**config.mk**
```make
export PLATFORM = sky130hd
export DESIGN_NAME = q2e_cordic
export DESIGN_NICKNAME = d
export VERILOG_FILES = /design/src/q2e_pkg.sv /design/src/q2e_cordic.sv
export SDC_FILE = /design/constraint.sdc
export NUM_CORES = 2
export LEC_CHECK = 0
export ABC_CLOCK_PERIOD_IN_PS = 15200
export BUFFER_PORTS_ARGS = -buffer_cell sky130_fd_sc_hd__buf_4
export CORE_MARGIN = 2
export CORE_UTILIZATION = 45
export CTS_BUF_LIST = sky130_fd_sc_hd__clkbuf_8
export CTS_CLUSTER_DIAMETER = 40
export CTS_CLUSTER_SIZE = 14
export DETAILED_ROUTE_END_ITERATION = 16
export SYNTH_ARGS = -nofsm -noshare
export SYNTH_HDL_FRONTEND = slang
export SYNTH_SLANG_ARGS = --single-unit
```
**constraint.sdc**
```tcl
create_clock -name clk -period 15.2 [get_ports clk]
set_input_delay 0.76 -clock clk [delete_from_list [all_inputs] [get_ports clk]]
set_output_delay 0.76 -clock clk [all_outputs]
set_load 0.05 [all_outputs]
```
**src/q2e_pkg.sv**
```systemverilog
`timescale 1ns / 1ps
`default_nettype none
package q2e_pkg;

	// datapath widths of the vectoring cordic
	localparam int CORD_W = 36;
	localparam int ACC_W  = 28;
	localparam int ANG_W  = 16;

	// angle constants, accumulator in 2^-24 rad, outputs in q3.13
	localparam logic signed [ACC_W-1:0] HALF_PI_ACC = 28'sd26353589;
	localparam logic [ANG_W-1:0]        PI_OUT      = 16'd25736;
	localparam logic [ANG_W-1:0]        HALF_PI_OUT = 16'd12868;

	// integer square root: operand width and one result bit per step
	localparam int SQ_W     = 60;
	localparam int SQ_STEPS = 30;

	function automatic logic signed [ACC_W-1:0] atan_tab(input int idx);
		logic signed [ACC_W-1:0] v;
		begin
			case (idx)
				0: v = 28'sd13176795;
				1: v = 28'sd7778716;
				2: v = 28'sd4110060;
				3: v = 28'sd2086331;
				4: v = 28'sd1047214;
				5: v = 28'sd524117;
				6: v = 28'sd262123;
				7: v = 28'sd131069;
				8: v = 28'sd65536;
				9: v = 28'sd32768;
				10: v = 28'sd16384;
				11: v = 28'sd8192;
				12: v = 28'sd4096;
				13: v = 28'sd2048;
				14: v = 28'sd1024;
				15: v = 28'sd512;
				16: v = 28'sd256;
				17: v = 28'sd128;
				18: v = 28'sd64;
				19: v = 28'sd32;
				20: v = 28'sd16;
				21: v = 28'sd8;
				22: v = 28'sd4;
				23: v = 28'sd2;
				default: v = '0;
			endcase
			return v;
		end
	endfunction

endpackage
`default_nettype wire

```
**src/q2e_cordic.sv**
```systemverilog
`timescale 1ns / 1ps
`default_nettype none
module q2e_cordic import q2e_pkg::*; #(
	parameter int STAGES = 16
) (
	input  wire                     clk,
	input  wire                     arst_n,
	input  wire                     en,
	input  wire signed [CORD_W-1:0] x_in,
	input  wire signed [CORD_W-1:0] y_in,
	input  wire        [ANG_W-1:0]  lim,
	output logic signed [ANG_W-1:0] angle
);

	logic signed [CORD_W-1:0] x_s [0:STAGES];
	logic signed [CORD_W-1:0] y_s [0:STAGES];
	logic signed [ACC_W-1:0]  a_s [0:STAGES];
	logic                     z_s [0:STAGES];

	// quadrant fold into the right half plane
	always_ff @(posedge clk) begin
		if (en) begin
			z_s[0] <= (x_in == '0) && (y_in == '0);
			if (x_in[CORD_W-1]) begin
				if (!y_in[CORD_W-1]) begin
					x_s[0] <= y_in;
					y_s[0] <= -x_in;
					a_s[0] <= HALF_PI_ACC;
				end else begin
					x_s[0] <= -y_in;
					y_s[0] <= x_in;
					a_s[0] <= -HALF_PI_ACC;
				end
			end else begin
				x_s[0] <= x_in;
				y_s[0] <= y_in;
				a_s[0] <= '0;
			end
		end
	end

	for (genvar i = 0; i < STAGES; i++) begin : g_iter
		always_ff @(posedge clk) begin
			if (en) begin
				z_s[i+1] <= z_s[i];
				if (!y_s[i][CORD_W-1]) begin
					x_s[i+1] <= x_s[i] + (y_s[i] >>> i);
					y_s[i+1] <= y_s[i] - (x_s[i] >>> i);
					a_s[i+1] <= a_s[i] + atan_tab(i);
				end else begin
					x_s[i+1] <= x_s[i] - (y_s[i] >>> i);
					y_s[i+1] <= y_s[i] + (x_s[i] >>> i);
					a_s[i+1] <= a_s[i] - atan_tab(i);
				end
			end
		end
	end

	// round half up to q3.13 and clamp, zero for a zero input
	logic signed [ACC_W-1:0]  rnd;
	logic signed [ACC_W-12:0] r;
	logic signed [ACC_W-12:0] lim_p;
	logic signed [ANG_W-1:0]  res;

	always_comb begin
		rnd   = a_s[STAGES] + ACC_W'(1 << 10);
		r     = rnd[ACC_W-1:11];
		lim_p = $signed({1'b0, lim});
		if (z_s[STAGES])
			res = '0;
		else if (r > lim_p)
			res = $signed(lim);
		else if (r < -lim_p)
			res = -$signed(lim);
		else
			res = r[ANG_W-1:0];
	end

	always_ff @(posedge clk or negedge arst_n) begin
		if (!arst_n) begin
			angle <= '0;
		end else if (en) begin
			angle <= res;
		end
	end

endmodule
`default_nettype wire

```
Word level (Yosys, flattened, before mapping)
Memories as Yosys holds them, arrays and structs flattened.
Cells that the tools add are included.
{"block": "op_classes", "n_mux": 166, "n_mul": 0, "n_bitwise": 54, "add_sub_neg": 100, "div": 0, "n_lt_le_gt_ge": 2, "reduce_logical": 3, "n_eq_ne": 0, "n_shift": 0}
{"op": "$mux W36", "n": 36}
{"op": "$mux W28", "n": 18}
{"op": "$mux W1", "n": 109}
{"op": "$add A36 B21 Y36", "n": 2}
{"op": "$add A36 B22 Y36", "n": 2}
{"op": "$add A36 B23 Y36", "n": 2}
{"op": "$add A36 B24 Y36", "n": 2}
{"op": "$add A36 B25 Y36", "n": 2}
{"op": "$add A36 B26 Y36", "n": 2}
{"op": "$add A36 B27 Y36", "n": 2}
{"op": "$add A36 B28 Y36", "n": 2}
{"op": "$add A36 B29 Y36", "n": 2}
{"op": "$add A36 B30 Y36", "n": 2}
{"op": "$add A36 B31 Y36", "n": 2}
{"op": "$add A36 B32 Y36", "n": 2}
{"op": "$add A36 B33 Y36", "n": 2}
{"op": "$add A36 B34 Y36", "n": 2}
{"op": "$add A36 B35 Y36", "n": 2}
{"op": "$logic_not A36 Y1", "n": 2}
{"op": "$neg A36 Y36", "n": 2}
{"op": "$sub A36 B21 Y36", "n": 2}
{"op": "$sub A36 B22 Y36", "n": 2}
{"op": "$sub A36 B23 Y36", "n": 2}
{"op": "$sub A36 B24 Y36", "n": 2}
{"op": "other kinds (50)", "n": 120}
{"block": "word_totals", "out_inout_bits": 16, "wordCells": 330, "register_bits": 16, "latchBits": 0, "mem_bits_ro": 0, "ram_bits": 1717, "n_memories": 4}
{"name": "x_s", "words": 17, "width": 36, "rd": 16, "rd_ports_with_merged_regs": 0, "wr": 17, "line": "q2e_cordic.sv:15", "rtl": "logic signed [CORD_W-1:0] x_s [0:STAGES];"}
{"name": "y_s", "words": 17, "width": 36, "rd": 16, "rd_ports_with_merged_regs": 0, "wr": 17, "line": "q2e_cordic.sv:16", "rtl": "logic signed [CORD_W-1:0] y_s [0:STAGES];"}
{"name": "a_s", "words": 17, "width": 28, "rd": 17, "rd_ports_with_merged_regs": 0, "wr": 17, "line": "q2e_cordic.sv:17", "rtl": "logic signed [ACC_W-1:0] a_s [0:STAGES];"}
{"name": "z_s", "words": 17, "width": 1, "rd": 17, "rd_ports_with_merged_regs": 0, "wr": 17, "line": "q2e_cordic.sv:18", "rtl": "logic z_s [0:STAGES];"}

Depth between registers and ports, before layout
{"block": "logic_depth", "ltp_word": 6, "depth_mapped": 22, "mapped_depth_nobuf": 21}

Least setup slack after synthesis
No wires, ideal clock.
{"block": "synth_timing", "kind": "in2reg", "start": "input en", "end": "memory y_s[5][34] (data pin)", "required_ns": 14.942, "setup_ns": 0.258, "slack_ns": 9.678, "arrival_ns": 5.264, "path_stages": 17, "n_path_buf": 4, "path_cell_list": "clkbuf_1 -> buf_1 -> nand2_1 -> buf_1 -> buf_1 -> o21ai_0 -> fa_1 -> a21o_1 -> a211oi_1 -> o21ai_0 -> a2111oi_0 -> a2111oi_0 -> a211oi_1 -> o31a_1 -> o2111ai_1 -> a21oi_1 -> xnor2_1"}
{"item": "from (decl)", "line": "q2e_cordic.sv:8", "rtl": "input wire en,"}
{"item": "to (decl)", "line": "q2e_cordic.sv:16"}

==> qor.txt <==
status - complete, no violations
Num CTS Buffers - 273
Tcrit/Tclk final - 41.0%
Worst Skew - 76.1 ps
Cell Chain, Critical Path - buf_16 > buf_4 > buf_12 > nand2_1 > buf_4 > inv_1 > buf_4 > a21oi_1 > xnor2_1 > ha_1 > and3_1 > and2_1 > a221o_1 > a21oi_1 > o31ai_1 > a21o_1 > a31oi_1 > a2111oi_0 > or4_1 > o211ai_1
Total Wirelength - 331 mm
Slew HR - 17.3%
CTS tree - yes
initial antenna violation count - 1
fin cells - 17700
Cell Area, Synth - 128000 um^2
Min Hold Slack - 137 ps
site row count - 195
number of synthesized flops with an enable pin - 1452
IO buf count - 106
DRC viols - 0
Pre-antenna DRT Iters - 6
grt ovf - 0
drt initial violations - 7453
Die Area - 288000 um^2
Max clock buf depth - 4
CP max-delay cell - buf_4
crit path capture type - flip-flop
Required @ worst endpoint - 16010 ps
clock slew at reported path FFs - 80 ps
# IOs - 107
layout cells sized above 1 - 5.69%
critical path's largest stage delay - 630 ps
H-tree depth - 5
Die X - 536 um
Die Ht - 536 um
max frequency - 161 MHz
Initial Util - 45.2%
syn nets - 15100
busiest grt layer - met2
startpoint types - primary input
Hold Buf Count CTS - 9
yosys warns - 0
first-pass GRT wire length - 524 mm
CP max FO - 137
worst min path class - in -> reg
Syn Inst Count - 13600
clk_lat worst skew - 990 ps
Cell variety after synth - 95
most common cell after layout, fill and taps aside - edfxtp_1
pin count of the biggest net entering global routing - 151
Final Hold Violating Endpoints - 0
Final GP Congestion - 0.938
hpwl dp - 263 mm
grt met1 use - 30.9%
placed cell count - 17200
top_reg_cell synth - edfxtp_1
Crit Path Category - in -> reg
Setup Fix Bufs, Post-CTS - 0
via count - 101000
max-slew violations - 0
area grow syn2layout - 8.84%
cell mode on critical path - buf_4
Final setup viols - 0
GR Util met2 - 36.6%
RSZ-0062 raised after global routing - false
Max-Cap Viols - 0
Fin Setup TNS - 0 ps
Core ar. - 282000 um^2
post-route ant nets - 0
Seq/Total Area, Yosys - 34.5%
asr flop ratio synth - 1.09%
total track usage - 22.4%
Tmin final - 6230 ps
worst-margin pin slew - 1240 ps
CP arrival - 7040 ps
clock tree sinks - 1468
vias in the first global route - 94900
cts repair resizes - 0
# nets final - 15300
Via density - 5.68
Synth Register Bits - 1468
most frequent cells in the layout - 1452 x edfxtp_1, 1415 x ha_1, 1295 x a21oi_1, 1276 x xnor2_1, 1066 x nor2_1
WL/cell - 18.7 um
global routing usage on met3 - 2.45%
Root Buffer - clkbuf_8
syn_area_per_cell - 9.39 um^2
logic make-up (layout without fill, tap and decap cells):
kind of cell	count (synthesis)	after routing	share of synthesized area (%)
AO/OA/AOI/OAI	4091	4091	20.5
AND/OR/NAND/NOR	3642	3642	13.8
XOR/XNOR	1923	1923	13.2
flip-flops	1468	1468	34.5
adder cells (fa/ha/maj)	1458	1458	14.6
buffers and inverters	900	1321	2.65
multiplexers	95	95	0.777
other	0	3	0
final cells by class:
type,instances,area [um^2]
fill,26800,143000
multi-input combinational,11200,80200
sequential,1468,44000
tap,3743,4680
clock buffer,280,3850
inverter,648,2430
clock inverter,211,2210
timing repair buffer,182,1430
antenna,3,7.51
metrics by stage:
stage | utilization (%) | worst slack, ps | cell area, um^2
6_report | 49.2 | 8970 | 139000
5_1_grt | 49.2 | 8630 | 139000
4_1_cts | 49.2 | 9100 | 139000
3_5_place_dp | 47.0 | 8030 | 133000
3_3_place_gp | 47.0 | 8090 | 133000
2_1_floorplan | - | 9680 | 128000
worst paths after layout:
check	from	endpoint	slack [ps]	cells past startpoint
setup / recovery	en	x_s[7][33]$_DFFE_PP_	8970	20
hold / removal	x_in[13]	x_s[0][13]$_DFFE_PP_	140	3
setup reg to reg	y_s[5][8]$_DFFE_PP_	x_s[6][35]$_DFFE_PP_	9080	17
hold reg to reg	a_s[10][9]$_DFFE_PP_	a_s[11][9]$_DFFE_PP_	390	0
max in group asynchronous	arst_n	angle[9]$_DFFE_PN0P_	14830	2
min in group asynchronous	arst_n	angle[10]$_DFFE_PN0P_	160	2
Yosys cell counts, drive strengths merged, types with 211 or more instances:
| cell type | count | area share [%] |
|---|---|---|
| nor3 | 368 | 1.5 |
| xor2 | 647 | 4.4 |
| inv | 643 | 1.9 |
| clkbuf | 215 | 0.63 |
| ha | 1415 | 14 |
| nand3 | 226 | 0.89 |
| nand2b | 211 | 1.0 |
| nor2 | 1066 | 3.1 |
| xnor2 | 1276 | 8.8 |
| a21o | 564 | 3.3 |
| edfxtp | 1452 | 34 |
| nand2 | 855 | 2.5 |
| o21ai | 782 | 3.1 |
| a21oi | 1295 | 5.1 |
critical path, delay by kind of cell:
kind / cells / cell delay, ps
fa+ha+maj: 1 / 340
xor+xnor: 1 / 160
compound gates: 8 / 2060
simple gates: 4 / 1080
buf+inv: 6 / 2290
state kept, by name (all words and copies together) (netlist names):
name / count
y_s: 540
z_s: 17
x_s: 526
a_s: 369
angle: 16
per-layer routing:
layer  vias to the layer above  wire length (um)
met5                         -                 0
li1                      50800                 -
met4                         0             10200
met3                       440             15100
met2                      2080            152000
met1                     47500            154000
Power is left out: the tool's default activity adds up to more than one toggle a clock period on the data nets, which glitch-free logic cannot reach.
